<file path="config.mk">
export PLATFORM = sky130hd
export DESIGN_NAME = header_sync_frame_extractor_flat
export DESIGN_NICKNAME = d
export VERILOG_FILES = /design/src/hw/rtl/hsfe_pkg.sv /design/src/hw/rtl/hsfe_req_if.sv /design/src/hw/rtl/hsfe_rsp_if.sv /design/src/hw/rtl/header_sync_frame_extractor.sv /design/src/hw/rtl/hsfe_front.sv /design/src/hw/rtl/hsfe_queue.sv /design/src/hw/rtl/hsfe_back.sv /design/src/flat_wrapper.sv
export SDC_FILE = /design/constraint.sdc
export NUM_CORES = 1
export LEC_CHECK = 0
export BUFFER_PORTS_ARGS = -buffer_cell sky130_fd_sc_hd__buf_2
export CAP_MARGIN = 20
export CORE_MARGIN = 2
export CORE_UTILIZATION = 35
export CTS_BUF_LIST = sky130_fd_sc_hd__clkbuf_4 sky130_fd_sc_hd__clkbuf_8
export DETAILED_ROUTE_END_ITERATION = 6
export PLACE_DENSITY = 0.59
export REMOVE_ABC_BUFFERS = 1
export SLEW_MARGIN = 10
export SYNTH_ARGS = -nofsm -noshare
export SYNTH_HDL_FRONTEND = slang
export SYNTH_SLANG_ARGS = --single-unit
export TNS_END_PERCENT = 5
</file>
<file path="constraint.sdc">
create_clock -name clock -period 4.3 [get_ports clock]
set_input_delay 0 -clock clock [delete_from_list [all_inputs] [get_ports clock]]
set_output_delay 0 -clock clock [all_outputs]
set_load 0.02 [all_outputs]
</file>
<file path="src/hw/rtl/hsfe_pkg.sv">
// Shared types and constants for the header sync frame extractor.
// Used by the channel interfaces, the front, queue and back stages and the top level.
// Depends on nothing.
package hsfe_pkg;

   // Field widths.
   localparam int BYTE_W   = 8;
   localparam int WORD_W   = 32;
   localparam int LEN_W    = 12;
   localparam int HDR_LEN  = 4;
   localparam int BEAT_W   = $clog2(HDR_LEN);

   // Configuration port.
   localparam int CSR_INDEX_W = 2;
   localparam int CSR_DATA_W  = WORD_W;
   localparam logic [CSR_INDEX_W-1:0] CSR_SYNC_HEADER  = CSR_INDEX_W'(0);
   localparam logic [CSR_INDEX_W-1:0] CSR_FRAME_LENGTH = CSR_INDEX_W'(1);

   // Register reset values.
   localparam logic [WORD_W-1:0] SYNC_HEADER_RESET  = 32'hAA55_5AA5;
   localparam logic [LEN_W-1:0]  FRAME_LENGTH_RESET = LEN_W'(110);

   // Command queue between the front and back stages.
   localparam int QUEUE_DEPTH = 4;
   localparam int QPTR_W      = $clog2(QUEUE_DEPTH);
   localparam int QCNT_W      = $clog2(QUEUE_DEPTH + 1);

   typedef struct packed {
      logic [WORD_W-1:0] sync_header;
      logic [LEN_W-1:0]  frame_length;
   } cfg_type;

   typedef enum logic {
      ENTRY_DATA,
      ENTRY_HEADER
   } entry_kind_type;

   // One queued command: a single frame byte, or a whole header to be expanded.
   typedef struct packed {
      entry_kind_type    kind;
      logic [WORD_W-1:0] word;
      logic              last;
      logic [LEN_W-1:0]  pos;
   } q_entry_type;

   typedef struct packed {
      logic        valid;
      q_entry_type entry;
   } q_slot_type;

   typedef struct packed {
      logic              full;
      logic [QCNT_W-1:0] count;
   } q_status_type;

endpackage

</file>
<file path="src/hw/rtl/hsfe_req_if.sv">
// Input channel: one received byte per item with a valid/ready handshake.
// Depends on hsfe_pkg.
interface hsfe_req_if;
   logic                        valid;
   logic                        ready;
   logic [hsfe_pkg::BYTE_W-1:0] rx_byte;

   modport source (output valid, output rx_byte, input ready);
   modport sink   (input valid, input rx_byte, output ready);
endinterface

</file>
<file path="src/hw/rtl/hsfe_rsp_if.sv">
// Result channel: one frame byte per item with its last flag and position.
// Depends on hsfe_pkg.
interface hsfe_rsp_if;
   logic                        valid;
   logic                        ready;
   logic [hsfe_pkg::BYTE_W-1:0] frame_byte;
   logic                        frame_last;
   logic [hsfe_pkg::LEN_W-1:0]  byte_position;

   modport source (output valid, output frame_byte, output frame_last,
                   output byte_position, input ready);
   modport sink   (input valid, input frame_byte, input frame_last,
                   input byte_position, output ready);
endinterface

</file>
<file path="src/hw/rtl/header_sync_frame_extractor.sv">
// A frame byte passes through a queue slot and the output register to rsp_ch.
// Throughput: one byte per cycle in while a slot is free; the back stage emits one item
// per cycle while rsp_ch is ready; the four-entry queue absorbs the header burst.
// Reset (synchronous, active high) empties the queue and output register, restarts the
// hunt with an empty window, and sets sync_header to AA55_5AA5 and frame_length to 110.
module header_sync_frame_extractor (
   input  logic                                 clock,
   input  logic                                 reset,
   hsfe_req_if.sink                             req_ch,
   hsfe_rsp_if.source                           rsp_ch,
   input  logic                                 csr_we,
   input  logic [hsfe_pkg::CSR_INDEX_W-1:0]     csr_index,
   input  logic [hsfe_pkg::CSR_DATA_W-1:0]      csr_wdata
);

   hsfe_pkg::cfg_type      cfg_ff, cfg_in;
   hsfe_pkg::q_slot_type   push;
   hsfe_pkg::q_slot_type   head;
   hsfe_pkg::q_status_type q_stat;
   logic                   pop;

   // Configuration register writes; unknown indexes are ignored.
   always_comb begin
      cfg_in = cfg_ff;
      if (csr_we) begin
         unique case (csr_index)
            hsfe_pkg::CSR_SYNC_HEADER:  cfg_in.sync_header  = csr_wdata;
            hsfe_pkg::CSR_FRAME_LENGTH: cfg_in.frame_length = csr_wdata[hsfe_pkg::LEN_W-1:0];
            default:                    cfg_in = cfg_ff;
         endcase
      end
   end

   always_ff @(posedge clock) begin
      if (reset) begin
         cfg_ff.sync_header  <= hsfe_pkg::SYNC_HEADER_RESET;
         cfg_ff.frame_length <= hsfe_pkg::FRAME_LENGTH_RESET;
      end else begin
         cfg_ff <= cfg_in;
      end
   end

   hsfe_front u_front (
      .clock  (clock),
      .reset  (reset),
      .req    (req_ch),
      .cfg    (cfg_ff),
      .q_stat (q_stat),
      .push   (push)
   );

   hsfe_queue u_queue (
      .clock  (clock),
      .reset  (reset),
      .push   (push),
      .pop    (pop),
      .head   (head),
      .status (q_stat)
   );

   hsfe_back u_back (
      .clock (clock),
      .reset (reset),
      .head  (head),
      .pop   (pop),
      .rsp   (rsp_ch)
   );

   // The queue never holds more commands than it has slots.
   a_queue_bound: assert property (@(posedge clock) disable iff (reset)
      q_stat.count <= hsfe_pkg::QCNT_W'(hsfe_pkg::QUEUE_DEPTH))
      else $error("command queue over capacity");

   // Nothing is presented in the cycle after reset.
   a_reset_idle: assert property (@(posedge clock)
      $past(reset) |-> !rsp_ch.valid)
      else $error("result valid right after reset");

   // A frame ends no earlier than the last header byte.
   a_last_pos: assert property (@(posedge clock) disable iff (reset)
      (rsp_ch.valid && rsp_ch.frame_last) |->
         (rsp_ch.byte_position >= hsfe_pkg::LEN_W'(hsfe_pkg::HDR_LEN - 1)))
      else $error("frame ended inside the header");

   // A full queue is not drained without a pop.
   a_full_stall: assert property (@(posedge clock) disable iff (reset)
      (q_stat.full && !pop) |=> (q_stat.count != '0))
      else $error("queue drained without a pop");

endmodule

</file>
<file path="src/hw/rtl/hsfe_front.sv">
// Front stage: accepts received bytes, hunts for the sync header and tracks the frame.
// Pushes one command per header or frame byte into the queue. Depends on hsfe_pkg, hsfe_req_if.
module hsfe_front (
   input  logic                  clock,
   input  logic                  reset,
   hsfe_req_if.sink              req,
   input  hsfe_pkg::cfg_type     cfg,
   input  hsfe_pkg::q_status_type q_stat,
   output hsfe_pkg::q_slot_type  push
);

   logic [hsfe_pkg::BYTE_W-1:0] recent_ff [3];
   logic [hsfe_pkg::BYTE_W-1:0] recent_in [3];
   logic [1:0]                  fill_ff, fill_in;
   logic                        in_frame_ff, in_frame_in;
   logic [hsfe_pkg::LEN_W-1:0]  emitted_ff, emitted_in;

   logic                          accept;
   logic [hsfe_pkg::LEN_W-1:0]    len;
   logic [hsfe_pkg::LEN_W:0]      pos_next;
   logic                          data_last;
   logic                          hdr_last;
   logic [hsfe_pkg::WORD_W-1:0]   window;
   logic                          match;

   // The queue sets the pace; a byte is taken whenever a slot is free.
   assign req.ready = !q_stat.full;
   assign accept    = req.valid && req.ready;

   // Classification of the incoming byte.
   always_comb begin
      len       = (cfg.frame_length < hsfe_pkg::LEN_W'(hsfe_pkg::HDR_LEN)) ?
                  hsfe_pkg::LEN_W'(hsfe_pkg::HDR_LEN) : cfg.frame_length;
      pos_next  = {1'b0, emitted_ff} + (hsfe_pkg::LEN_W+1)'(1);
      data_last = pos_next >= {1'b0, len};
      hdr_last  = len == hsfe_pkg::LEN_W'(hsfe_pkg::HDR_LEN);
      window    = {recent_ff[0], recent_ff[1], recent_ff[2], req.rx_byte};
      match     = (fill_ff == 2'd3) && (window == cfg.sync_header);
   end

   // Next state and queue command.
   always_comb begin
      recent_in   = recent_ff;
      fill_in     = fill_ff;
      in_frame_in = in_frame_ff;
      emitted_in  = emitted_ff;
      push.valid  = 1'b0;
      push.entry.kind = hsfe_pkg::ENTRY_DATA;
      push.entry.word = {{(hsfe_pkg::WORD_W-hsfe_pkg::BYTE_W){1'b0}}, req.rx_byte};
      push.entry.last = data_last;
      push.entry.pos  = emitted_ff;
      if (accept) begin
         priority if (in_frame_ff) begin
            push.valid = 1'b1;
            if (data_last) begin
               in_frame_in = 1'b0;
               emitted_in  = '0;
               fill_in     = '0;
            end else begin
               emitted_in = pos_next[hsfe_pkg::LEN_W-1:0];
            end
         end else if (match) begin
            push.valid      = 1'b1;
            push.entry.kind = hsfe_pkg::ENTRY_HEADER;
            push.entry.word = window;
            push.entry.last = hdr_last;
            push.entry.pos  = '0;
            fill_in         = '0;
            in_frame_in     = !hdr_last;
            emitted_in      = hdr_last ? '0 : hsfe_pkg::LEN_W'(hsfe_pkg::HDR_LEN);
         end else if (fill_ff == 2'd3) begin
            recent_in[0] = recent_ff[1];
            recent_in[1] = recent_ff[2];
            recent_in[2] = req.rx_byte;
         end else begin
            recent_in[fill_ff] = req.rx_byte;
            fill_in            = fill_ff + 2'd1;
         end
      end
   end

   // Window bytes are payload; only the counters and the mode are reset.
   always_ff @(posedge clock) begin
      recent_ff <= recent_in;
      if (reset) begin
         fill_ff     <= '0;
         in_frame_ff <= 1'b0;
         emitted_ff  <= '0;
      end else begin
         fill_ff     <= fill_in;
         in_frame_ff <= in_frame_in;
         emitted_ff  <= emitted_in;
      end
   end

endmodule

</file>
<file path="src/hw/rtl/hsfe_queue.sv">
// Short command queue that decouples the front and back stages.
// Register-based circular buffer with a single read point. Depends on hsfe_pkg.
module hsfe_queue (
   input  logic                   clock,
   input  logic                   reset,
   input  hsfe_pkg::q_slot_type   push,
   input  logic                   pop,
   output hsfe_pkg::q_slot_type   head,
   output hsfe_pkg::q_status_type status
);

   hsfe_pkg::q_entry_type             entries_ff [hsfe_pkg::QUEUE_DEPTH];
   logic [hsfe_pkg::QPTR_W-1:0]       wr_ptr_ff, wr_ptr_in;
   logic [hsfe_pkg::QPTR_W-1:0]       rd_ptr_ff, rd_ptr_in;
   logic [hsfe_pkg::QCNT_W-1:0]       count_ff, count_in;
   logic                              do_push, do_pop;

   assign status.full  = count_ff == hsfe_pkg::QCNT_W'(hsfe_pkg::QUEUE_DEPTH);
   assign status.count = count_ff;
   assign head.valid   = count_ff != '0;
   assign head.entry   = entries_ff[rd_ptr_ff];

   // Pointer and occupancy update.
   always_comb begin
      do_push   = push.valid && !status.full;
      do_pop    = pop && head.valid;
      wr_ptr_in = wr_ptr_ff;
      rd_ptr_in = rd_ptr_ff;
      if (do_push) begin
         wr_ptr_in = (wr_ptr_ff == hsfe_pkg::QPTR_W'(hsfe_pkg::QUEUE_DEPTH - 1)) ?
                     '0 : wr_ptr_ff + hsfe_pkg::QPTR_W'(1);
      end
      if (do_pop) begin
         rd_ptr_in = (rd_ptr_ff == hsfe_pkg::QPTR_W'(hsfe_pkg::QUEUE_DEPTH - 1)) ?
                     '0 : rd_ptr_ff + hsfe_pkg::QPTR_W'(1);
      end
      count_in = count_ff + hsfe_pkg::QCNT_W'(do_push) - hsfe_pkg::QCNT_W'(do_pop);
   end

   // Storage holds payload only.
   always_ff @(posedge clock) begin
      if (do_push) begin
         entries_ff[wr_ptr_ff] <= push.entry;
      end
   end

   always_ff @(posedge clock) begin
      if (reset) begin
         wr_ptr_ff <= '0;
         rd_ptr_ff <= '0;
         count_ff  <= '0;
      end else begin
         wr_ptr_ff <= wr_ptr_in;
         rd_ptr_ff <= rd_ptr_in;
         count_ff  <= count_in;
      end
   end

endmodule

</file>
<file path="src/hw/rtl/hsfe_back.sv">
// Back stage: expands queued commands into result items and holds them in an output register.
// A header command yields four items, a data command one. Depends on hsfe_pkg, hsfe_rsp_if.
module hsfe_back (
   input  logic                 clock,
   input  logic                 reset,
   input  hsfe_pkg::q_slot_type head,
   output logic                 pop,
   hsfe_rsp_if.source           rsp
);

   logic [hsfe_pkg::BEAT_W-1:0] beat_ff, beat_in;
   logic                        out_valid_ff, out_valid_in;
   logic [hsfe_pkg::BYTE_W-1:0] out_byte_ff, out_byte_in;
   logic                        out_last_ff, out_last_in;
   logic [hsfe_pkg::LEN_W-1:0]  out_pos_ff, out_pos_in;
   logic                        load;
   logic                        final_beat;

   assign rsp.valid         = out_valid_ff;
   assign rsp.frame_byte    = out_byte_ff;
   assign rsp.frame_last    = out_last_ff;
   assign rsp.byte_position = out_pos_ff;

   // The output register refills whenever it is empty or being taken.
   always_comb begin
      load       = head.valid && (!out_valid_ff || rsp.ready);
      final_beat = (head.entry.kind == hsfe_pkg::ENTRY_DATA) ||
                   (beat_ff == hsfe_pkg::BEAT_W'(hsfe_pkg::HDR_LEN - 1));
      pop        = load && final_beat;
      beat_in    = beat_ff;
      if (load) begin
         beat_in = final_beat ? '0 : beat_ff + hsfe_pkg::BEAT_W'(1);
      end
      out_valid_in = load || (out_valid_ff && !rsp.ready);
   end

   // Byte, flag and position for the current beat.
   always_comb begin
      out_byte_in = head.entry.word[hsfe_pkg::BYTE_W-1:0];
      out_last_in = head.entry.last;
      out_pos_in  = head.entry.pos;
      if (head.entry.kind == hsfe_pkg::ENTRY_HEADER) begin
         unique case (beat_ff)
            2'd0:    out_byte_in = head.entry.word[31:24];
            2'd1:    out_byte_in = head.entry.word[23:16];
            2'd2:    out_byte_in = head.entry.word[15:8];
            default: out_byte_in = head.entry.word[7:0];
         endcase
         out_last_in = head.entry.last &&
                       (beat_ff == hsfe_pkg::BEAT_W'(hsfe_pkg::HDR_LEN - 1));
         out_pos_in  = {{(hsfe_pkg::LEN_W-hsfe_pkg::BEAT_W){1'b0}}, beat_ff};
      end
   end

   always_ff @(posedge clock) begin
      if (load) begin
         out_byte_ff <= out_byte_in;
         out_last_ff <= out_last_in;
         out_pos_ff  <= out_pos_in;
      end
   end

   always_ff @(posedge clock) begin
      if (reset) begin
         beat_ff      <= '0;
         out_valid_ff <= 1'b0;
      end else begin
         beat_ff      <= beat_in;
         out_valid_ff <= out_valid_in;
      end
   end

endmodule
</file>
<file path="src/flat_wrapper.sv">
// flat-port wrapper written by rule: the top's interface ports become plain ports
module header_sync_frame_extractor_flat 
  (clock, reset, csr_we, csr_index, csr_wdata, req_ch_valid, req_ch_rx_byte, req_ch_ready, rsp_ch_valid, rsp_ch_frame_byte, rsp_ch_frame_last, rsp_ch_byte_position, rsp_ch_ready);
  hsfe_req_if req_ch_i ();
  hsfe_rsp_if rsp_ch_i ();
  input  logic clock;
  input  logic reset;
  input  logic csr_we;
  input  logic [hsfe_pkg::CSR_INDEX_W-1:0] csr_index;
  input  logic [hsfe_pkg::CSR_DATA_W-1:0] csr_wdata;
  input wire logic [$bits(req_ch_i.valid)-1:0] req_ch_valid;
  input wire logic [$bits(req_ch_i.rx_byte)-1:0] req_ch_rx_byte;
  output wire logic [$bits(req_ch_i.ready)-1:0] req_ch_ready;
  output wire logic [$bits(rsp_ch_i.valid)-1:0] rsp_ch_valid;
  output wire logic [$bits(rsp_ch_i.frame_byte)-1:0] rsp_ch_frame_byte;
  output wire logic [$bits(rsp_ch_i.frame_last)-1:0] rsp_ch_frame_last;
  output wire logic [$bits(rsp_ch_i.byte_position)-1:0] rsp_ch_byte_position;
  input wire logic [$bits(rsp_ch_i.ready)-1:0] rsp_ch_ready;
  assign req_ch_i.valid = req_ch_valid;
  assign req_ch_i.rx_byte = req_ch_rx_byte;
  assign req_ch_ready = req_ch_i.ready;
  assign rsp_ch_valid = rsp_ch_i.valid;
  assign rsp_ch_frame_byte = rsp_ch_i.frame_byte;
  assign rsp_ch_frame_last = rsp_ch_i.frame_last;
  assign rsp_ch_byte_position = rsp_ch_i.byte_position;
  assign rsp_ch_i.ready = rsp_ch_ready;
  header_sync_frame_extractor u_core (.clock(clock), .reset(reset), .req_ch(req_ch_i), .rsp_ch(rsp_ch_i), .csr_we(csr_we), .csr_index(csr_index), .csr_wdata(csr_wdata));
endmodule
</file>
==> reports/results.tsv, run 1 <==
metric	value	unit
WL per Instance	18.5	um
synth unique cells	50	
ANT cells	0	
DP Cell Count	1412	
Max Fanout on Critical Path	6	
LEAKAGE	0.00532	uW
Resized cells post-CTS	0	
Clock Skew	0.0207	ns
unrepaired setup endpoints after global routing	false	
Post-DRT Antenna Nets	0	
core box area	35500	um2
CTS buffer count	48	
DRC viols	0	
Global Route Usage Sum	15.3	%
routed vias/inst	4.95	
Layout area overhead	18.8	%
Die Width	194	um
Worst setup EP type	flop	
fillcell total	3258	
1st-pass router iterations	6	
num rows	69	
final cell count without fillers	1546	
max cap viols	0	
power density cells	486	nW/um2
worst stage delay on the critical path	0.44	ns
WL final	28.5	mm
Clock Sinks	300	
Initial Utilization	35.5	%
Net count, final	1121	
total grt overflow	0	
hold buffers post-CTS	44	
io pins	70	
placed cell area	13500	um2
outcome	completed	
CP Buf/Inv Count	0	
vias in the first global route	7700	
initial antenna violation count	0	
I/O Buffers	69	
die height	194	um
Worst Path Required	4.76	ns
post-synthesis sequential area ratio	65.9	%
Clock Latency Late Sink	0.58	ns
Total Power	7270	uW
Placer Congestion	0.782	
CTS tree	built	
setup repair bufs after CTS	0	
Crit-path slowest cell	dfxtp_1	
Vias	7653	
largest net degree at the start of global routing	47	
Total Neg Setup Slack	0	ns
worst rel slew slack	40.4	%
fin crit share	77.0	%
#FFs+latches synth	300	
CP top delay family	simple AND/OR/NAND/NOR gates	
DRT iter0 DRCs	521	
post-route cell area	15000	um2
Worst Path Arrival	3.77	ns
final worst path period need	3.31	ns
Slew Limit Fails	0	
Post-Syn Instances	921	
Slew @ Worst Pin	0.890	ns
Hold WC Path Type	in2reg	
worst path cell trace	ha_1 -> nand3_1 -> nor2_1 -> nand3_1 -> nor2_1 -> xor2_1 -> ha_1 -> and3_1 -> nand4_1 -> o21ai_1 -> nor3b_2 -> or3_4 -> mux2_4	
endpoints failing hold	0	
Yosys warning count	0	
final setup vio count	0	
Post-DP HPWL	17.9	mm
worst setup path class	reg2reg	
Max Clk Rate	0.302	GHz
number of H-tree levels	2	
share of layout cells above drive strength 1	21.6	%
nature of the critical path startpoint	flop	
clk slew on worst S/H paths	0.06	ns
Avg Cell Area, Syn	13.7	um2
Max clock buf depth	3	
Die ar.	37500	um2
Post-Syn Area	12600	um2
Root Buffer	clkbuf_8	
Final Core Density	42.1	%
global-route wire length before repair	44.5	mm
maximum vdd drop	0.000198	V
-- Yosys cell counts, drive strengths merged --
master	n	share of area (%)
dfxtp	71	11
nor2b	35	1.7
a32oi	4	0.28
o31ai	3	0.18
nand2b	2	0.099
and2	27	1.3
or3	2	0.14
inv	26	0.78
edfxtp	229	55
mux2i	4	0.32
o211ai	1	0.060
a21o	3	0.18
xnor2	35	2.4
nor3	8	0.32
a222oi	8	0.64
a221oi	1	0.070
nor2	43	1.3
a21boi	1	0.060
o41ai	1	0.070
and4	3	0.21
and3b	1	0.070
mux4	46	8.2
or3b	2	0.14
a21oi	38	1.5
xor2	9	0.63
nand3	34	1.4
clkbuf	35	1.1
nand2	140	4.2
nor3b	4	0.28
ha	28	2.8
nor4	2	0.15
and3	2	0.099
nand3b	3	0.18
o21ai	36	1.5
nand4	10	0.50
fa	1	0.16
o21a	1	0.060
mux2	3	0.30
buf	19	0.75
-- path summary, 6_finish.rpt --
path | startpoint | depth (start not counted) | slack (ns) | end
min | csr_index[0] | 5 | 0.03 | u_core.cfg_ff[25]
max | u_core.u_front.emitted_ff[0] | 13 | 0.99 | u_core.u_front.fill_ff[0]
min reg2reg | u_core.u_back.rsp.valid | 2 | 0.47 | u_core.u_back.rsp.valid
max reg2reg | u_core.u_front.emitted_ff[0] | 13 | 0.99 | u_core.u_front.fill_ff[0]
-- per-layer routing --
metal | wire (um) | GRT usage [%] | vias up | part of all wire (%)
met2 | 13400 | 24.0 | 178 | 47
met1 | 13300 | 21.8 | 3835 | 47
met3 | 1330 | 2.59 | 37 | 4.7
li1 | - | - | 3603 | -
met4 | 471 | 4.52 | 0 | 1.7
met5 | 0 | 0 | - | 0
-- area by class of cell --
type	count	area [um2]	share of cell area, %
tap	461	577	3.86
inverter	26	97.6	0.653
multi-input combinational	541	4000	26.7
timing repair buffer	128	923	6.18
clock buffer	87	1030	6.92
clock inverter	3	17.5	0.117
sequential	300	8300	55.5
-- power by group --
part	internal, uW	switching (uW)
Combinational	545	676
Clock	1500	1090
Sequential	3340	117
-- worst reg2reg max path, cell delays in order, from the launching register on --
cell and delay (ns):
dfxtp_1 0.44, ha_1 0.28, nand3_1 0.12, nor2_1 0.26, nand3_1 0.20, nor2_1 0.17, xor2_1 0.23, ha_1 0.19
and3_1 0.18, nand4_1 0.10, o21ai_1 0.26, nor3b_2 0.10, or3_4 0.39, mux2_4 0.30
-- through the flow --
| stage | setup WS (ns) | hold slack (ns) |
|---|---|---|
| final | 0.989 | 0.0330 |
| after global placement | 1.12 | 0.219 |
| after detailed placement | 1.03 | 0.224 |
| after floorplan | -0.293 | 0.0691 |
| after global routing | 0.717 | 0.0530 |
| after CTS | 1.00 | 0.00133 |
-- registers in the layout (all words and copies together), names as in the netlist, named ones only --
name and count:
u_core.cfg_ff 44, u_core.u_back.beat_ff 2, u_core.u_back.rsp.byte_position 12, u_core.u_back.rsp.frame_byte 8
u_core.u_back.rsp.frame_last 1, u_core.u_back.rsp.valid 1, u_core.u_front.emitted_ff 12, u_core.u_front.fill_ff 2
u_core.u_front.in_frame_ff 1, u_core.u_front.recent_ff 24, u_core.u_queue.count_ff 3, u_core.u_queue.entries_ff 184
u_core.u_queue.rd_ptr_ff 2, u_core.u_queue.wr_ptr_ff 2
-- cell usage in the layout (no fill, tap or decap), types with 3 or more instances in the layout --
cell type      instances
inv_1                 26
nand2_1              140
and2_1                26
nand3_1               34
clkbuf_4              26
xnor2_1               35
edfxtp_1             229
nand4_1               10
mux4_2                46
xor2_1                 9
nand3b_1               3
and4_1                 3
dfxtp_1               69
o31ai_1                3
nor2_1                39
nor2b_1               35
buf_2                 69
a32oi_1                4
clkbuf_8              61
nor2_4                 4
a21o_1                 3
ha_1                  28
a21oi_1               38
dlygate4sd3_1         44
mux2i_1                4
buf_4                 13
o21ai_0               34
a222oi_1               8
nor3_1                 8
-- cells by family (layout without fill, tap and decap cells) --
logic type	count (synthesis)	in the layout	share of synthesized area, %
adders and majority gates	29	29	2.94
xor gates and xnor gates	44	44	3.06
and+or+nand+nor	318	318	12.1
muxes	53	53	8.85
AOI/OAI and AO/OA	97	97	4.56
DFF	300	300	65.9
buffers and inverters	80	244	2.57
(Power assumes the default switching activity.)
==> run 2: changes to the inputs <==
--- a/config.mk
+++ b/config.mk
@@ -5,13 +5,14 @@
 export SDC_FILE = /design/constraint.sdc
 export NUM_CORES = 1
 export LEC_CHECK = 0
+export ABC_AREA = 1
 export BUFFER_PORTS_ARGS = -buffer_cell sky130_fd_sc_hd__buf_2
 export CAP_MARGIN = 20
 export CORE_MARGIN = 2
 export CORE_UTILIZATION = 35
 export CTS_BUF_LIST = sky130_fd_sc_hd__clkbuf_4 sky130_fd_sc_hd__clkbuf_8
 export DETAILED_ROUTE_END_ITERATION = 6
-export PLACE_DENSITY = 0.59
+export PLACE_DENSITY = 0.6
 export REMOVE_ABC_BUFFERS = 1
 export SLEW_MARGIN = 10
 export SYNTH_ARGS = -nofsm -noshare
==> constraint.sdc (replaced) <==
create_clock -name clock -period 3 [get_ports clock]
set_input_delay 0 -clock clock [delete_from_list [all_inputs] [get_ports clock]]
set_output_delay 0 -clock clock [all_outputs]
set_load 0.02 [all_outputs]
==> run 2 against run 1 <==
Against the previous run:
- total power is 56% higher
- clock skew increased by 0.015 ns
- critical path type unchanged
- critical path depth rose by 1
- largest power group unchanged
- combinational power is 130% higher
- sequential share of layout area fell by 3.9 points
- count of clock-buffer cells in the layout shrank 18
- die area rose by 7.9%
- worst setup slack worse by 0.69 ns
- global-route usage grew 1.5 points
==> reports/results.tsv, run 2 <==
metric	value	unit	change
worst path cell trace	xnor2_1 -> nand2_1 -> nor2_1 -> nand2_1 -> nor2_2 -> nand3_2 -> nand2_4 -> nand2_4 -> ha_1 -> inv_1 -> ha_1 -> fa_1 -> xor2_1 -> nor2_1		was ha_1 -> nand3_1 -> nor2_1 -> nand3_1 -> nor2_1 -> xor2_1 -> ha_1 -> and3_1 -> nand4_1 -> o21ai_1 -> nor3b_2 -> or3_4 -> mux2_4
Slew Limit Fails	0		unchanged
synth unique cells	40		was 50
Placer Congestion	0.940		was 0.782
WL per Instance	16.2	um	was 18.5 um
endpoints failing hold	0		unchanged
outcome	completed		unchanged
Clock Latency Late Sink	0.60	ns	was 0.58 ns
CTS tree	built		unchanged
worst stage delay on the critical path	0.43	ns	was 0.44 ns
power density cells	706	nW/um2	was 486 nW/um2
Post-synth EDFFs	229		unchanged
Total Power	11400	uW	was 7270 uW
Worst setup EP type	flop		unchanged
number of H-tree levels	2		unchanged
commonest non-fill, non-tap cell in the layout	nand2_1		was edfxtp_1
routed vias/inst	4.79		was 4.95
setup repair bufs after CTS	0		unchanged
fillcell total	3768		was 3258
R2R Setup Slk	0.30	ns	was 0.99 ns
Layout area overhead	18.2	%	was 18.8%
Root Buffer	clkbuf_8		unchanged
Avg Cell Area, Syn	9.67	um2	was 13.7 um2
Synth area leader	edfxtp_1		unchanged
total grt overflow	0		unchanged
Post-Syn Area	13600	um2	was 12600 um2
Slew @ Worst Pin	1.08	ns	was 0.890 ns
Final Core Density	41.8	%	was 42.1%
Reg with most FFs	u_core.u_queue.entries_ff		unchanged
DRC viols	0		unchanged
Worst Path Arrival	3.17	ns	was 3.77 ns
CP top delay family	adder cells		was simple AND/OR/NAND/NOR gates
maximum vdd drop	0.000324	V	was 0.000198 V
Hold WC Path Type	in2reg		unchanged
initial antenna violation count	0		unchanged
global-route wire length before repair	53.7	mm	was 44.5 mm
I/O Buffers	69		unchanged
worst setup path class	reg2reg		unchanged
Clock Skew	0.0361	ns	was 0.0207 ns
1st-pass router iterations	5		was 6
ys async rst share	0	%	unchanged
portion of total power attributed to the clock network	31.1	%	was 35.6%
Worst Path Required	3.46	ns	was 4.76 ns
core box area	38500	um2	was 35500 um2
fin crit share	90.1	%	was 77.0%
LEAKAGE	0.00654	uW	was 0.00532 uW
post-synthesis sequential area ratio	61.0	%	was 65.9%
DP Cell Count	1964		was 1412
vias in the first global route	9840		was 7700
Die Width	201	um	was 194 um
final worst path period need	2.70	ns	was 3.31 ns
biggest regs	u_core.u_queue.entries_ff x184, u_core.cfg_ff x44, u_core.u_front.recent_ff x24		unchanged
Gate power share	24.6	%	was 16.8%
clk slew on worst S/H paths	0.06	ns	about the same
Sw Ratio	32.5	%	was 25.9%
Initial Utilization	35.4	%	was 35.5%
CTS buffer count	48		unchanged
pre-CTS setup slack	0.181	ns	was 1.03 ns
DRT iter0 DRCs	723		was 521
Crit-path slowest cell	edfxtp_1		was dfxtp_1
largest net degree at the start of global routing	89		was 47
max cap viols	0		unchanged
WL final	34.1	mm	was 28.5 mm
Clock Sinks	300		unchanged
Max Clk Rate	0.370	GHz	was 0.302 GHz
Top FF cell, synth	edfxtp_1		unchanged
Max Fanout on Critical Path	7		was 6
nature of the critical path startpoint	flop		unchanged
Yosys warning count	0		unchanged
commonest cells after routing, fill and taps aside	nand2_1 (256), edfxtp_1 (229), nor2_1 (208), inv_1 (169), o21ai_0 (123)		was edfxtp_1 (229), nand2_1 (140), buf_2 (69), dfxtp_1 (69), clkbuf_8 (61)
Commonest cells post-synth	nand2_1 (256), edfxtp_1 (229), nor2_1 (213), inv_1 (170), o21ai_0 (123)		was edfxtp_1 (229), nand2_1 (140), dfxtp_1 (71), mux4_2 (46), nor2_1 (43)
most frequent cell after synthesis	nand2_1		was edfxtp_1
ANT cells	0		unchanged
Post-DP HPWL	22.7	mm	was 17.9 mm
io pins	70		unchanged
Vias	10100		was 7653
Reg power frac	44.3	%	was 47.6%
worst rel slew slack	27.9	%	was 40.4%
Max clock buf depth	3		unchanged
setup slack after layout	0.297	ns	was 0.989 ns
Post-Syn Instances	1407		was 921
max FFs per register	184		unchanged
num rows	72		was 69
CP Buf/Inv Count	1		was 0
die height	201	um	was 194 um
share of layout cells above drive strength 1	13.9	%	was 21.6%
Die ar.	40500	um2	was 37500 um2
final cell count without fillers	2100		was 1546
cell internal pwr	7670	uW	was 5380 uW
unrepaired setup endpoints after global routing	false		unchanged
final setup vio count	0		unchanged
share of the synthesized area in the top cell type	50.6	%	was 54.6%
top cells by area, synth	edfxtp_1 (51%), dfxtp_1 (10%), nand2_1 (7.1%)		was edfxtp_1 (55%), dfxtp_1 (11%), mux4_2 (8.2%)
Post-DRT Antenna Nets	0		unchanged
P_sw	3690	uW	was 1880 uW
Global Route Usage Sum	16.8	%	was 15.3%
#FFs+latches synth	300		unchanged
Net count, final	1618		was 1121
[run 2: cell count changes after synthesis, sizes merged, moves of 44 or more]
cell	change
o21ai	+87
nor2	+185
o22ai	+44
mux4	-46
inv	+153
nand2	+123
[run 2: cell families after synthesis]
group | synth area share, %
AO/OA/AOI/OAI | 10.5
XOR/XNOR | 1.55
adder cells (fa/ha/maj) | 2.72
buffers and inverters | 6.91
flip-flops | 61.0
AND/OR/NAND/NOR | 17.3
[run 2: cell type report]
cell class	instances	area, um2	area share [%]
flip-flops and latches	300	8300	51.6
multi-input cells	870	4410	27.4
repair buffers	142	1070	6.66
clock buffers	69	850	5.28
inverters	180	676	4.20
well taps	518	648	4.03
clock inverters	21	129	0.801
[run 2: per-stage QoR]
stage	hold WS, ns	cell area [um2]	setup TNS, ns
2_1_floorplan	0.0691	13300	-212.22
3_3_place_gp	0.201	14600	0
3_5_place_dp	0.204	14600	0
4_1_cts	0.00426	16100	0
5_1_grt	0.0325	16100	0
6_report	0.00533	16100	0
[run 2: per-layer routing]
metal,share of wire [%],track usage (%),wire length (um),vias to the layer above
li1,-,-,-,4977
met3,5.2,2.70,1760,49
met1,47,23.1,15900,4797
met5,0,0,0,-
met4,1.8,5.50,628,0
met2,46,27.2,15800,233
[run 2: power by group through the flow]
stage               clock [uW]  sequential, uW  combinational [uW]
global route              3790            5060                3130
CTS                       3620            5030                2820
global placement             0            5110                2730
finish                    3540            5030                2790
floorplan                    0            5360                1500
detailed placement           0            5120                2760
[run 2: final timing paths]
check                                             endpoint                          from  cells after the start
worst max register to register  u_core.u_queue.count_ff[2]  u_core.u_front.recent_ff[19]                     14
worst max-delay path            u_core.u_queue.count_ff[2]  u_core.u_front.recent_ff[19]                     14
worst min-delay path                     u_core.cfg_ff[15]                        csr_we                      4
worst min register to register           u_core.cfg_ff[22]             u_core.cfg_ff[22]                      2
[run 2: worst min-delay path, cell delays in order]
cell and delay (ns):
buf_2 0.09, nand2_1 0.06, buf_4 0.24, a21oi_1 0.17
[run 2: what timing repair did]
item / CTS / global route
endpoints found under the hold margin: 108 / 0
endpoints found under the setup margin: 0 / 10
gates resized for setup: 0 / 5
hold buffers: 46 / 0
